===== src/igcf_pkg.sv =====
package igcf_pkg;

  localparam int VECTOR_WIDTH_DEFAULT = 24;

  // Configuration port
  localparam int CFG_DATA_W  = 20;
  localparam int CFG_INDEX_W = 3;

  localparam logic [CFG_INDEX_W-1:0] REG_BIAS_X      = 3'd0;
  localparam logic [CFG_INDEX_W-1:0] REG_BIAS_Y      = 3'd1;
  localparam logic [CFG_INDEX_W-1:0] REG_BIAS_Z      = 3'd2;
  localparam logic [CFG_INDEX_W-1:0] REG_LOOP_PERIOD = 3'd3;
  localparam logic [CFG_INDEX_W-1:0] REG_GROUND_KEEP = 3'd4;
  localparam logic [CFG_INDEX_W-1:0] REG_AIR_KEEP    = 3'd5;

  localparam logic [19:0] PERIOD_RESET      = 20'd4194;
  localparam logic [15:0] GROUND_KEEP_RESET = 16'd63500;
  localparam logic [15:0] AIR_KEEP_RESET    = 16'd65433;

  // Accel gate: 0.7 G < |a| < 1.3 G at 2048 counts per G, on |a|^2
  localparam logic [35:0] GATE_LO = 36'd2055208;
  localparam logic [35:0] GATE_HI = 36'd7088374;

  // Iteration step counter
  localparam int STEP_W = 5;

  // CORDIC atan2 constants, Q.20 radians
  localparam int CORDIC_STEPS = 20;
  localparam logic signed [23:0] CORDIC_HALF_PI = 24'sd1647099;
  localparam logic signed [23:0] ATAN_Q20 [CORDIC_STEPS] = '{
    24'sd823550, 24'sd486170, 24'sd256879, 24'sd130396, 24'sd65451,
    24'sd32757,  24'sd16383,  24'sd8192,   24'sd4096,   24'sd2048,
    24'sd1024,   24'sd512,    24'sd256,    24'sd128,    24'sd64,
    24'sd32,     24'sd16,     24'sd8,      24'sd4,      24'sd2
  };

  typedef enum logic [4:0] {
    DP_NOP,
    DP_LOAD,
    DP_DELTA,
    DP_ROT_MUL,
    DP_ROT_ADD,
    DP_ASQ,
    DP_SQRT_A,
    DP_SQRT_G,
    DP_SQRT_STEP,
    DP_DIV_A,
    DP_DIV_G,
    DP_DIV_STEP,
    DP_DIV_END_A,
    DP_DIV_END_G,
    DP_BL_MUL1,
    DP_BL_MUL2,
    DP_BL_WR,
    DP_GSQ,
    DP_COR_INIT,
    DP_COR_STEP,
    DP_COR_END,
    DP_OUT
  } dp_op_t;

  typedef struct packed {
    dp_op_t            op;
    logic [1:0]        axis;
    logic [STEP_W-1:0] step;
  } dp_cmd_t;

  typedef struct packed {
    logic gate_pass;
    logic gm_zero;
    logic ground;
    logic horizon;
  } dp_status_t;

endpackage


===== src/igcf_ctrl.sv =====
module igcf_ctrl #(
  parameter int VECTOR_WIDTH = igcf_pkg::VECTOR_WIDTH_DEFAULT
) (
  input  logic                 clk,
  input  logic                 rst,
  input  logic                 in_valid,
  output logic                 in_ready,
  output logic                 out_valid,
  input  logic                 out_ready,
  input  igcf_pkg::dp_status_t status,
  output igcf_pkg::dp_cmd_t    cmd
);
  import igcf_pkg::*;

  localparam int SQW      = (2 * VECTOR_WIDTH > 44) ? 2 * VECTOR_WIDTH : 44;
  localparam int SQ_STEPS = SQW / 2;

  localparam logic [STEP_W-1:0] SQ_LAST  = STEP_W'(SQ_STEPS - 1);
  localparam logic [STEP_W-1:0] DIV_LAST = STEP_W'(VECTOR_WIDTH - 1);
  localparam logic [STEP_W-1:0] COR_LAST = STEP_W'(CORDIC_STEPS - 1);
  localparam logic [STEP_W-1:0] ROT_LAST = STEP_W'(5);

  typedef enum logic [4:0] {
    S_IDLE, S_DELTA, S_ROT_MUL, S_ROT_ADD, S_ASQ, S_GATE,
    S_SQRT_A, S_SQA, S_NDIV_INIT, S_NDIV, S_NDIV_END,
    S_BL1, S_BL2, S_BLW, S_GSQ, S_SQRT_G, S_SQG, S_GCHK,
    S_GDIV_INIT, S_GDIV, S_GDIV_END, S_ANG, S_COR_INIT, S_COR,
    S_COR_END, S_FINISH
  } state_t;

  state_t            state;
  logic [STEP_W-1:0] cnt;
  logic [1:0]        axis;
  logic              out_free;

  assign in_ready = (state == S_IDLE);
  assign out_free = !out_valid || out_ready;

  // Sequence the item through the datapath
  always_ff @(posedge clk) begin
    if (rst) begin
      state     <= S_IDLE;
      cnt       <= '0;
      axis      <= '0;
      out_valid <= 1'b0;
    end else begin
      if (out_valid && out_ready) out_valid <= 1'b0;
      case (state)
        S_IDLE: begin
          if (in_valid) begin
            state <= S_DELTA;
            axis  <= '0;
          end
        end
        S_DELTA: begin
          if (axis == 2'd2) begin
            state <= S_ROT_MUL;
            cnt   <= '0;
            axis  <= '0;
          end else axis <= axis + 2'd1;
        end
        S_ROT_MUL: state <= S_ROT_ADD;
        S_ROT_ADD: begin
          if (cnt == ROT_LAST) begin
            state <= S_ASQ;
            axis  <= '0;
          end else begin
            cnt   <= cnt + 1'b1;
            state <= S_ROT_MUL;
          end
        end
        S_ASQ: begin
          if (axis == 2'd2) state <= S_GATE;
          else axis <= axis + 2'd1;
        end
        S_GATE: state <= status.gate_pass ? S_SQRT_A : S_ANG;
        S_SQRT_A: begin
          state <= S_SQA;
          cnt   <= '0;
        end
        S_SQA: begin
          if (cnt == SQ_LAST) begin
            state <= S_NDIV_INIT;
            axis  <= '0;
          end else cnt <= cnt + 1'b1;
        end
        S_NDIV_INIT: begin
          state <= S_NDIV;
          cnt   <= '0;
        end
        S_NDIV: begin
          if (cnt == DIV_LAST) state <= S_NDIV_END;
          else cnt <= cnt + 1'b1;
        end
        S_NDIV_END: state <= S_BL1;
        S_BL1:      state <= S_BL2;
        S_BL2:      state <= S_BLW;
        S_BLW: begin
          if (axis == 2'd2) begin
            axis  <= '0;
            state <= status.ground ? S_ANG : S_GSQ;
          end else begin
            axis  <= axis + 2'd1;
            state <= S_NDIV_INIT;
          end
        end
        S_GSQ: begin
          if (axis == 2'd2) state <= S_SQRT_G;
          else axis <= axis + 2'd1;
        end
        S_SQRT_G: begin
          state <= S_SQG;
          cnt   <= '0;
        end
        S_SQG: begin
          if (cnt == SQ_LAST) state <= S_GCHK;
          else cnt <= cnt + 1'b1;
        end
        S_GCHK: begin
          axis  <= '0;
          state <= status.gm_zero ? S_ANG : S_GDIV_INIT;
        end
        S_GDIV_INIT: begin
          state <= S_GDIV;
          cnt   <= '0;
        end
        S_GDIV: begin
          if (cnt == DIV_LAST) state <= S_GDIV_END;
          else cnt <= cnt + 1'b1;
        end
        S_GDIV_END: begin
          if (axis == 2'd2) state <= S_ANG;
          else begin
            axis  <= axis + 2'd1;
            state <= S_GDIV_INIT;
          end
        end
        S_ANG: begin
          axis  <= '0;
          state <= status.horizon ? S_COR_INIT : S_FINISH;
        end
        S_COR_INIT: begin
          state <= S_COR;
          cnt   <= '0;
        end
        S_COR: begin
          if (cnt == COR_LAST) state <= S_COR_END;
          else cnt <= cnt + 1'b1;
        end
        S_COR_END: begin
          if (axis == 2'd1) state <= S_FINISH;
          else begin
            axis  <= 2'd1;
            state <= S_COR_INIT;
          end
        end
        S_FINISH: begin
          if (out_free) begin
            out_valid <= 1'b1;
            state     <= S_IDLE;
          end
        end
        default: state <= S_IDLE;
      endcase
    end
  end

  // Decode the datapath command for this state
  always_comb begin
    cmd.axis = axis;
    cmd.step = cnt;
    case (state)
      S_IDLE:      cmd.op = in_valid ? DP_LOAD : DP_NOP;
      S_DELTA:     cmd.op = DP_DELTA;
      S_ROT_MUL:   cmd.op = DP_ROT_MUL;
      S_ROT_ADD:   cmd.op = DP_ROT_ADD;
      S_ASQ:       cmd.op = DP_ASQ;
      S_SQRT_A:    cmd.op = DP_SQRT_A;
      S_SQA:       cmd.op = DP_SQRT_STEP;
      S_NDIV_INIT: cmd.op = DP_DIV_A;
      S_NDIV:      cmd.op = DP_DIV_STEP;
      S_NDIV_END:  cmd.op = DP_DIV_END_A;
      S_BL1:       cmd.op = DP_BL_MUL1;
      S_BL2:       cmd.op = DP_BL_MUL2;
      S_BLW:       cmd.op = DP_BL_WR;
      S_GSQ:       cmd.op = DP_GSQ;
      S_SQRT_G:    cmd.op = DP_SQRT_G;
      S_SQG:       cmd.op = DP_SQRT_STEP;
      S_GDIV_INIT: cmd.op = DP_DIV_G;
      S_GDIV:      cmd.op = DP_DIV_STEP;
      S_GDIV_END:  cmd.op = DP_DIV_END_G;
      S_COR_INIT:  cmd.op = DP_COR_INIT;
      S_COR:       cmd.op = DP_COR_STEP;
      S_COR_END:   cmd.op = DP_COR_END;
      S_FINISH:    cmd.op = out_free ? DP_OUT : DP_NOP;
      default:     cmd.op = DP_NOP;
    endcase
  end

endmodule


===== config.mk =====
export PLATFORM = sky130hd
export DESIGN_NAME = igcf_ctrl
export DESIGN_NICKNAME = d
export VERILOG_FILES = /design/src/igcf_pkg.sv /design/src/igcf_ctrl.sv
export SDC_FILE = /design/constraint.sdc
export NUM_CORES = 1
export LEC_CHECK = 0
export BUFFER_PORTS_ARGS = -buffer_cell sky130_fd_sc_hd__buf_2
export CORE_ASPECT_RATIO = 1.2
export CORE_MARGIN = 8
export CORE_UTILIZATION = 63
export CTS_CLUSTER_SIZE = 16
export DETAILED_ROUTE_END_ITERATION = 8
export GPL_TIMING_DRIVEN = 0
export PLACE_DENSITY = 0.87
export SKIP_CTS_REPAIR_TIMING = 1
export SYNTH_ARGS = -nofsm -noshare
export SYNTH_HDL_FRONTEND = slang
export SYNTH_SLANG_ARGS = --single-unit
export TNS_END_PERCENT = 50

===== constraint.sdc =====
create_clock -name clk -period 3.3 [get_ports clk]
set_input_delay 0 -clock clk [delete_from_list [all_inputs] [get_ports clk]]
set_output_delay 0 -clock clk [all_outputs]
set_load 0.05 [all_outputs]

==> summary by stage, run 1 <==
Power and ir drop
The net switching share of the total power is 56.2%. The clock network accounts for 7.4% of the total power. The sequential power share is 16.6%.

Power spread over the standard cell area amounts to 643 mW/mm^2. The design draws 1.24 mW. The internal portion of the total power is 0.543 mW. The share of total power in combinational logic is 75.9%. VDD sags by at most 0.415 mV. For this design the total switching power over the nets is 0.698 mW. The analysis attributes to cell leakage a power of 0.719 nW.

Final layout
The number of inserted diodes is 0. From synthesis to final layout, the design area changed by 10.5%. Summing all flip-flop and latch instances after layout gives 260 um^2. The summed area of non-filler cells in the final layout is 0.00193 mm^2.

Excluding fillers, the count of instances in the completed layout stands at 298. The leading cell type in the layout, fill and taps excluded is buf_2. The number of inserted filler cells in the final layout is 227. The final layout contains 279 nets. Cells with a size suffix above 1 make up 22.0% of the layout. The library cells used most frequently in the layout, excluding fill and tap cells, are 28 x buf_2, 23 x a21oi_1, 21 x nor2_1.

The multi-input combinational cells in the finished layout cover a total of 0.00131 mm^2. The core utilization of the finished layout is 71.4%.

Worst setup path
On the critical path, the stage with the largest delay is an instance of clkbuf_1. In this run the worst path has a maximum fanout of 10. For this run, the slowest stage of the critical path takes 0.39 ns. STA puts the critical path data arrival time at 2.25 ns. Data on the critical path is required at its endpoint by 3.30 ns. The worst setup path is captured at an output port. The setup path with the least slack is of type register to output port. The signal on the critical path passes through buf_4, buf_6, clkbuf_1, o21ai_0, o2bb2ai_1, a221o_1, buf_2. STA classifies the critical path startpoint as a register.

Placement
The worst setup slack before clock tree synthesis is 1.20 ns. The placed standard-cell area is 0.00190 mm^2. The half-perimeter wire length after detailed placement is 4090 um.

Including well taps, the total number of placed cells is 293. During placement, the flow inserted port buffers numbering 21. The congestion estimate from routability-driven global placement came to 0.989.

Routing
The post-detailed-route via-to-cell ratio is 6.71. The routed via count is 2,001. For this run, design rule violations remaining after detail routing come to 0.

The first detailed-routing pass ran for 5 iterations. The DRC marker count from the first detailed-route iteration is 154. The count of nets left with antenna violations once routing finished came out at 0. The final layout contains routed wiring with a total length of 5450 um. The average detailed-routed wire length per instance is 18.3 um.

Synth
In this run, synthesis inferred 0 flip-flops with an integrated enable. After synthesis, the share of flip-flops with an asynchronous set or reset is 0%. The number of warning messages in the yosys log is 0. Summing every instance area after synthesis gives 0.00175 mm^2. The number of nets in the synthesized netlist is 252. The number of distinct library cells after synthesis is 64. The commonest register cell after synthesis is dfxtp_1. The synthesized design contains 13 register bits. The mean instance size in the synthesized netlist is 7.34 um^2. The number of instances in the synthesized netlist is 238. The sequential-to-total area share from yosys stat is 14.9%.

CTS
After clock tree synthesis, the clock-pin slew on the worst setup and hold paths is 0.07 ns. The root buffer cell is clkbuf_4. The TritonCTS clock tree is yes.

The maximum count of clock buffers along a single path is 2. For the worst-skew pair, the clock arrives at the later sink with an insertion delay of 0.27 ns. The deepest level of the CTS H-tree is 1. The number of buffers inserted during clock tree synthesis is 3. The CTS sink count is 13.

Die
The total I/O pin count is 22. The height of the die is 73.7 um. The horizontal die dimension is 64.1 um.

The total area inside the core boundary comes to 0.00271 mm^2. The standard-cell row count is 21. The full die area is 0.00472 mm^2. Once the floorplan was initialized, standard cells occupied 64.6% of the core.

Run status
The run finished with clean final reports.

Hold path
The type of the most critical hold path is input port to register.

Global route
The number of antenna violations at the first check in global routing was 0. The total global routing overflow is 0. The largest net degree at the start of global routing is 11. The first global-routing pass estimated 9090 um of wire.

The via count of the first global-routing pass is 1,962. The total routing resource utilization after global routing is 23.5%.

Timing
The smallest hold slack is 0.163 ns. The normalized max-slew margin is 64.4%. Setup repair after global routing left no endpoint under its margin. Setup violations remaining at the end of the flow were counted as 0. For the pin with the worst max-slew slack, the measured transition is 0.534 ns. Clock skew on the completed layout was measured at 0.00301 ns.

The number of slew-limit violations in the final report is 0. After routing, the total negative slack on setup checks comes to 0 ns. For the finished layout, the period the worst path requires is 2.25 ns. The number of hold violations in the final report is 0. The worst path uses 68.2% of the clock period. Once routing completed, OpenROAD measured the worst setup slack at 1.05 ns. Timing would allow up to 0.445 GHz.

Job
The count of max-cap constraint violations is 0.
area by class of cell:
| class | instances | area share, % |
|---|---|---|
| plain buffers | 19 | 7.32 |
| clock buffers | 4 | 1.36 |
| inverters | 11 | 2.14 |
| multi-input cells | 195 | 67.6 |
| flip-flops and latches | 13 | 13.5 |
| well taps | 34 | 2.20 |
| repair buffers | 22 | 5.96 |
per-layer routing:
| metal | global-route usage (%) | routed length (um) | vias to the layer above |
|---|---|---|---|
| met3 | 5.18 | 615 | 26 |
| met1 | 28.0 | 2170 | 898 |
| met2 | 37.8 | 2460 | 138 |
| met5 | 0 | 0 | - |
| li1 | - | - | 939 |
| met4 | 13.6 | 199 | 0 |
power groups by stage:
stage / Clock (mW) / Combinational [mW] / Sequential [mW]
detailed placement: 0 / 0.920 / 0.211
global placement: 0 / 0.917 / 0.210
floorplan: 0 / 0.696 / 0.237
CTS: 0.0951 / 0.921 / 0.207
global route: 0.104 / 1.01 / 0.212
finish: 0.0921 / 0.943 / 0.207
final timing paths:
kind,cells past startpoint,from,to,slack (ns)
hold / removal,3,out_ready,out_valid$_SDFF_PP0_,0.16
setup / recovery,7,state[1]$_SDFFE_PP0P_,cmd[7],1.05
setup reg to reg,7,cnt[0]$_SDFFE_PP0P_,cnt[3]$_SDFFE_PP0P_,1.19
hold reg to reg,2,cnt[1]$_SDFFE_PP0P_,cnt[1]$_SDFFE_PP0P_,0.53
kinds of logic (layout without fill, tap and decap cells):
kind of cell               Yosys count  after routing  synth area share [%]
xor gates and xnor gates             1              1                 0.501
buffers and inverters               30             56                  10.5
adders and majority gates            6              6                  4.29
and+or+nand+nor                    105            105                  34.9
DFF                                 13             13                  14.9
AOI/OAI and AO/OA                   79             79                  32.6
muxes                                4              4                  2.36
state kept, by name (all words and copies together) (netlist names):
register	cells
cnt	5
state	5
axis	2
out_valid	1
critical path: cells and delay by family, from the launching register on:
kind	cells	cell delay (ns)
buffers and inverters	4	0.95
AOI/OAI and AO/OA	3	0.68
DFF	1	0.34
cell usage after synthesis (3+ instances only):
library cell	instances	area (um^2)
nor2_1	21	78.8
nor2b_1	8	50.1
o21ai_0	16	80.1
dfxtp_1	13	260
a31oi_1	4	25.0
or3_1	3	18.8
mux2i_1	3	30.0
nand2b_1	10	62.6
inv_1	11	41.3
o22ai_1	5	31.3
buf_2	7	35.0
buf_6	5	56.3
ha_1	6	75.1
nand3_1	8	40.0
a21oi_1	23	115
nand4_1	4	25.0
nand2_1	15	56.3
clkbuf_1	4	15.0
a32oi_1	4	35.0
nor3_1	13	65.1
No activity file was read; power rests on OpenSTA's default activity.
==> run 2: changes to the inputs <==
CORE_UTILIZATION = 53   (was 63)
PLACE_DENSITY = 0.78   (was 0.87)
clock period = 1.83 ns   (was 3.3 ns; I/O delays follow)
==> summary by stage, run 2 (synthesized netlist as in run 1, its figures left out) <==
Run status
Result of the run: finished, violations left (was finished, final reports clean). The final reports fail on setup timing.

CTS
The maximum count of clock buffers along a single path came to 2 (unchanged). The root buffer cell is clkbuf_8 (was clkbuf_4). The number of buffers inserted during clock tree synthesis is 3 (unchanged). The clock edge transition at the registers on the reported setup and hold paths was 0.06 ns (was 0.07 ns). The deepest level of the CTS H-tree was 1 (unchanged). The TritonCTS clock tree is yes (unchanged). The CTS sink count is 13 (unchanged). The source-to-sink clock delay at the later pin of the worst-skew pair is 0.25 ns (was 0.27 ns).

Final layout
The number of inserted diodes is 0 (unchanged). The layout overhead on the synthesized area was 28.4% (was 10.5%). The summed area of non-filler cells in the final layout came to 0.00224 mm^2 (was 0.00193 mm^2). Commonest cells after routing, fill and taps aside: 22 x a21oi_1, 19 x nor2_1, 17 x buf_2 (was 28 x buf_2, 23 x a21oi_1, 21 x nor2_1). The leading cell type in the layout, fill and taps excluded is a21oi_1 (was buf_2). The net total in the final layout is 286 (was 279).

The fraction of final layout cells with drive strength greater than 1 came to 37.6% (was 22.0%). The number of non-filler instances in the completed layout is 308 (was 298). Leading registers by flop count: cnt x5, state x5, axis x2 (unchanged).

Timing
The part of the cycle the worst path needs is 107%. The normalized max-slew margin is 65.8% (was 64.4%). The worst setup slack after layout is -0.130 ns (was 1.05 ns). The number of hold violations in the final report came to 0 (unchanged). The accumulated negative setup slack is -0.489 ns (was 0 ns).

The final critical delay including setup and external delays is 1.96 ns. The number of slew-limit violations in the final report is 0 (unchanged). The smallest hold slack is 0.0324 ns (was 0.163 ns).

The maximum frequency from static timing analysis is 0.510 GHz. The setup violation total in the final timing report is 7 (was 0). The largest clock skew in the final design is 0.00540 ns (was 0.00301 ns). The transition at the pin with the smallest max-transition slack is 0.513 ns (was 0.534 ns). Setup repair after global routing missed its margin: true (was false).

Routing
The post-detailed-route DRC marker count is 0 (unchanged). The post-detailed-route via-to-cell ratio is 6.73 (was 6.71). The DRC marker count from the first detailed-route iteration is 335 (was 154). The residual antenna-violating net count after detailed routing is 0 (unchanged). The average detailed-routed wire length per instance is 19.5 um (was 18.3 um). The sum of routed wire length over all layers is 5990 um (was 5450 um). The detailed-router iteration count before antenna repair is 7 (was 5). The routed via count is 2,074 (was 2,001).

Die
The total I/O pin count is 22 (unchanged). The height of the die is 78.9 um (was 73.7 um). The horizontal die dimension is 68.4 um (was 64.1 um). The standard-cell row count is 23 (was 21). The standard cell core area is 0.00325 mm^2 (was 0.00271 mm^2).

The starting density of the core came to 53.8% (was 64.6%). The full die area was 0.00540 mm^2 (was 0.00472 mm^2).

Worst setup path
The peak per-stage delay on the critical path is 0.50 ns (was 0.39 ns). The required time at the worst-slack endpoint is 1.99 ns (was 3.30 ns). The buffers plus inverters on the worst setup path came to 2 (was 4). The data arrival time at the worst-slack endpoint came to 2.12 ns (was 2.25 ns). The critical path's slowest cell is or4bb_4 (was clkbuf_1). The largest delay contributor family on the critical path is simple AND/OR/NAND/NOR gates (was buffers and inverters). The category of the worst setup path launch point is a register (unchanged). The largest driver fanout on the critical path is 7 (was 10). The nature of the critical path endpoint is a register (was output port). The type of the worst setup path is register to register (was register to output port). Critical-path cell list: inv_1, ha_1, or4bb_4, mux2i_1, a31oi_2, o31ai_4, buf_4, nand2_1, a21oi_1 (was buf_4, buf_6, clkbuf_1, o21ai_0, o2bb2ai_1, a221o_1, buf_2).

Hold path
The type of the most critical hold path was input port to register (unchanged).

Global route
The total routing resource utilization after global routing is 21.1% (was 23.5%). The via count of the first global-routing pass came to 1,848 (was 1,962). The largest net degree at the start of global routing came to 11 (unchanged). The number of antenna violations at the first check in global routing came to 0 (unchanged).

The wire length of the first global-routing pass is 9000 um (was 9090 um). The total global routing overflow is 0 (unchanged).

Placement
The quantity of I/O buffers inserted on ports was 21 (unchanged). The half-perimeter wire length after detailed placement was 4150 um (was 4090 um). The count of placed standard cells including taps was 296 (was 293). The placed standard-cell area is 0.00192 mm^2 (was 0.00190 mm^2). The final weighted congestion in routability-driven placement is 1.05 (was 0.989).

Job
The count of max-cap constraint violations is 0 (unchanged).

Power and ir drop
The power density over the cells is 1180 mW/mm^2 (was 643 mW/mm^2). The static power due to leakage is 0.824 nW (was 0.719 nW). The worst-case vdd ir drop is 0.706 mV (was 0.415 mV).
run 2: cell count changes in the layout (fill, tap and decap cells not counted), moves of 4 or more:
cell     delta
nor3_1      -4
buf_6       +4
dfxtp_4     +4
buf_2      -11
dfxtp_2     +8
buf_4       +9
buf_8       +5
dfxtp_1    -12
run 2: cell type report:
| class | count | area, um^2 |
|---|---|---|
| tap | 37 | 46.3 |
| fill | 281 | 1010 |
| buffer | 19 | 205 |
| timing repair buffer | 29 | 190 |
| clock buffer | 4 | 45.0 |
| sequential | 13 | 285 |
| multi-input combinational | 195 | 1430 |
| inverter | 11 | 41.3 |
run 2: where the power goes:
part           switching (mW)  internal [mW]  total [mW]
registers              0.0612          0.335       0.396
logic                    1.22          0.781        2.00
clock network           0.105          0.154       0.259
run 2: worst paths after layout:
check                                    startpoint                  end  slack, ns  cells past startpoint
worst max-delay path            cnt[1]$_SDFFE_PP0P_  cnt[0]$_SDFFE_PP0P_      -0.13                      9
worst min-delay path                            rst  cnt[2]$_SDFFE_PP0P_       0.03                      2
worst max register to register  cnt[1]$_SDFFE_PP0P_  cnt[0]$_SDFFE_PP0P_      -0.13                      9
worst min register to register  cnt[2]$_SDFFE_PP0P_  cnt[2]$_SDFFE_PP0P_       0.50                      1
run 2: metrics by stage:
step / power, mW / setup WS, ns / utilization, %
after floorplan: 1.69 / -0.0568 / -
after global placement: 2.05 / -0.165 / 59.2
after detailed placement: 2.05 / -0.148 / 59.2
after CTS: 2.32 / -0.374 / 60.6
after global routing: 2.80 / -0.197 / 69.0
final: 2.66 / -0.130 / 69.0
run 2: worst register-to-register path, stage by stage, from the launching register on:
cell	delay (ns)
dfxtp_4	0.36
inv_1	0.06
ha_1	0.14
or4bb_4	0.50
mux2i_1	0.22
a31oi_2	0.14
o31ai_4	0.12
buf_4	0.18
nand2_1	0.04
a21oi_1	0.13
run 2: routing by layer:
layer  wire length, um  vias to the layer above  global-route usage, %  share of wire [%]
met2              2830                      141                   32.0                 47
met1              2390                      960                   27.0                 40
met4               162                        0                   10.5                2.7
li1                  -                      954                      -                  -
met5                 0                        -                      0                  0
met3               610                       19                   4.50                 10
==> run 3: changes to the inputs <==
CORE_UTILIZATION = 55   (was 53)
CTS_BUF_LIST = sky130_fd_sc_hd__clkbuf_8   (was unset)
PLACE_DENSITY = 0.8   (was 0.78)
==> summary by stage, run 3 (synthesized netlist as in run 1, its figures left out) <==
Die
The full die area came to 0.00525 mm^2 (was 0.00540 mm^2). The horizontal die dimension came to 67.5 um (was 68.4 um). The total I/O pin count is 22 (unchanged). The standard cell core area is 0.00306 mm^2 (was 0.00325 mm^2).

The starting density of the core is 57.2% (was 53.8%). The height of the die came to 77.8 um (was 78.9 um). The standard-cell row count is 22 (was 23).

Final layout
Leading registers by flop count: cnt x5, state x5, axis x2 (unchanged). The fraction of final layout cells with drive strength greater than 1 was 38.2% (was 37.6%). Commonest cells after routing, fill and taps aside: 22 x a21oi_1, 20 x nor2_1, 18 x buf_2 (was 22 x a21oi_1, 19 x nor2_1, 17 x buf_2). The number of inserted diodes came to 0 (unchanged).

The core utilization of the finished layout is 74.9% (was 69.0%). The leading cell type in the layout, fill and taps excluded is a21oi_1 (unchanged). The summed area of non-filler cells in the final layout was 0.00229 mm^2 (was 0.00224 mm^2).

The net total in the final layout is 290 (was 286). The layout overhead on the synthesized area is 30.9% (was 28.4%).

Power and ir drop
The total power draw came to 2.65 mW (was 2.66 mW). The worst-case vdd ir drop is 1.09 mV (was 0.706 mV). The static power due to leakage is 0.842 nW (was 0.824 nW).

The power density over the cells is 1160 mW/mm^2 (was 1180 mW/mm^2).

Worst setup path
The launching instance or port of the critical path is state[4]$_SDFFE_PP0P_ (was cnt[1]$_SDFFE_PP0P_). The worst setup path endpoint is cmd[7] (was cnt[0]$_SDFFE_PP0P_). The number of cells on the worst reg-to-reg path is 6 (was 9). The required time at the worst-slack endpoint was 1.83 ns (was 1.99 ns). The worst-case register-to-register setup slack is -0.09 ns (was -0.13 ns). The critical path's slowest cell was dfxtp_4 (was or4bb_4).

The endpoint of the worst register-to-register path is cnt[3]$_SDFFE_PP0P_ (was cnt[0]$_SDFFE_PP0P_). The total number of cells along the worst setup path was 7 (was 9). The worst flop-to-flop path startpoint is state[4]$_SDFFE_PP0P_ (was cnt[1]$_SDFFE_PP0P_). The buffers plus inverters on the worst setup path was 4 (was 2). The peak per-stage delay on the critical path is 0.36 ns (was 0.50 ns).

The category of the worst setup path launch point is a register (unchanged). The nature of the critical path endpoint is an output port (was register). The library cell appearing most often on the critical path is buf_4. Critical-path cell list: buf_12, buf_4, clkbuf_4, a32oi_1, nor3_1, a221o_1, buf_4 (was inv_1, ha_1, or4bb_4, mux2i_1, a31oi_2, o31ai_4, buf_4, nand2_1, a21oi_1). The largest delay contributor family on the critical path was buffers and inverters (was simple AND/OR/NAND/NOR gates).

The data arrival time at the worst-slack endpoint is 1.94 ns (was 2.12 ns). The type of the worst setup path is register to output port (was register to register). The largest driver fanout on the critical path is 10 (was 7).

Run status
Result of the run: finished, violations left (unchanged). Violations in the final reports: setup timing (unchanged).

Job
The count of max-cap constraint violations came to 0 (unchanged).

Placement
The placed standard-cell area is 0.00192 mm^2 (about the same). The final weighted congestion in routability-driven placement is 1.03 (was 1.05). The half-perimeter wire length after detailed placement is 4160 um (was 4150 um). The quantity of I/O buffers inserted on ports came to 21 (unchanged). The worst setup slack before clock tree synthesis came to -0.140 ns (was -0.148 ns).

CTS
The number of buffers inserted during clock tree synthesis came to 3 (unchanged). The CTS sink count is 13 (unchanged). The TritonCTS clock tree is yes (unchanged). The maximum count of clock buffers along a single path is 2 (unchanged). The source-to-sink clock delay at the later pin of the worst-skew pair is 0.25 ns (about the same). The clock edge transition at the registers on the reported setup and hold paths came to 0.05 ns (was 0.06 ns). The root buffer cell was clkbuf_8 (unchanged). The deepest level of the CTS H-tree came to 1 (unchanged).

Timing
The transition at the pin with the smallest max-transition slack came to 0.531 ns (was 0.513 ns). The part of the cycle the worst path needs is 106% (was 107%). The largest clock skew in the final design is 0.00603 ns (was 0.00540 ns). Setup repair after global routing missed its margin: true (unchanged). The setup violation total in the final timing report is 7 (unchanged). The final critical delay including setup and external delays is 1.94 ns (was 1.96 ns). The worst setup slack after layout is -0.110 ns (was -0.130 ns). The number of hold violations in the final report is 0 (unchanged). The maximum frequency from static timing analysis is 0.515 GHz (was 0.510 GHz). The normalized max-slew margin is 64.6% (was 65.8%).

The number of slew-limit violations in the final report is 0 (unchanged).

Routing
The sum of routed wire length over all layers came to 6380 um (was 5990 um). The residual antenna-violating net count after detailed routing is 0 (unchanged). The detailed-router iteration count before antenna repair is 7 (unchanged).

The routed length on met3 was 690 um (was 610 um). The detailed-route wire length on metal 1 is 2450 um (was 2390 um). The uppermost metal layer occupied by signal nets is met4 (unchanged).

The routed via count is 2,153 (was 2,074). The detailed-routed wire length on met2 came to 2880 um (was 2830 um). The post-detailed-route via-to-cell ratio was 6.92 (was 6.73).

The DRC marker count from the first detailed-route iteration came to 346 (was 335). The post-detailed-route DRC marker count is 0 (unchanged). The average detailed-routed wire length per instance is 20.5 um (was 19.5 um).

Global route
The total routing resource utilization after global routing is 22.3% (was 21.1%). The largest net degree at the start of global routing came to 11 (unchanged). The total global routing overflow is 0 (unchanged). The wire length of the first global-routing pass came to 9470 um (was 9000 um). The via count of the first global-routing pass was 1,984 (was 1,848).

The number of antenna violations at the first check in global routing is 0 (unchanged).

Hold path
The type of the most critical hold path is input port to register (unchanged).
[run 3: changes by cell type in the layout (fill, tap and decap cells not counted), moves of 2 or more]
cell     previous run  this run
nor2_2              3         1
buf_8               5         3
nor2b_4             3         5
nor3_2              5         3
dfxtp_4             4         6
buf_6               9         5
nor2b_2             2         0
dfxtp_2             8         6
nor3_1              9        11
buf_4              11        16
[run 3: routing by layer]
metal | up-vias | GRT usage [%]
li1 | 960 | -
met1 | 966 | 28.3
met2 | 174 | 34.3
met3 | 53 | 4.74
met4 | 0 | 10.7
met5 | - | 0
[run 3: power by group]
group          total (mW)  internal (mW)  switching (mW)
Combinational        1.99          0.748            1.25
Clock               0.262          0.149           0.113
Sequential          0.392          0.334          0.0574
Total                2.65           1.23            1.42
[run 3: how the worst min path moves through the flow]
| stage | from | to | cells after the start |
|---|---|---|---|
| 2_1_floorplan | rst | state[4]$_SDFFE_PP0P_ | 1 |
| 3_3_place_gp | rst | cnt[2]$_SDFFE_PP0P_ | 2 |
| 3_5_place_dp | rst | cnt[2]$_SDFFE_PP0P_ | 2 |
| 4_1_cts | rst | cnt[2]$_SDFFE_PP0P_ | 2 |
| 5_1_grt | rst | state[4]$_SDFFE_PP0P_ | 2 |
| 6_report | rst | state[4]$_SDFFE_PP0P_ | 2 |
[run 3: area by class of cell]
| cell class | count | area, um^2 |
|---|---|---|
| multi-input cells | 195 | 1450 |
| well taps | 36 | 45.0 |
| flip-flops and latches | 13 | 290 |
| fillers | 244 | 767 |
| clock inverters | 1 | 3.75 |
| plain buffers | 19 | 193 |
| inverters | 11 | 41.3 |
| clock buffers | 3 | 41.3 |
| repair buffers | 33 | 228 |
[run 3: through the flow]
stage / cells / hold slack, ns / setup TNS, ns
after floorplan: 238 / 0.0787 / -0.117
after global placement: 295 / 0.283 / -0.861
after detailed placement: 295 / 0.286 / -0.980
after CTS: 299 / 0.0331 / -2.06
after global routing: 311 / 0.0187 / -1.25
final: 311 / 0.0184 / -0.297
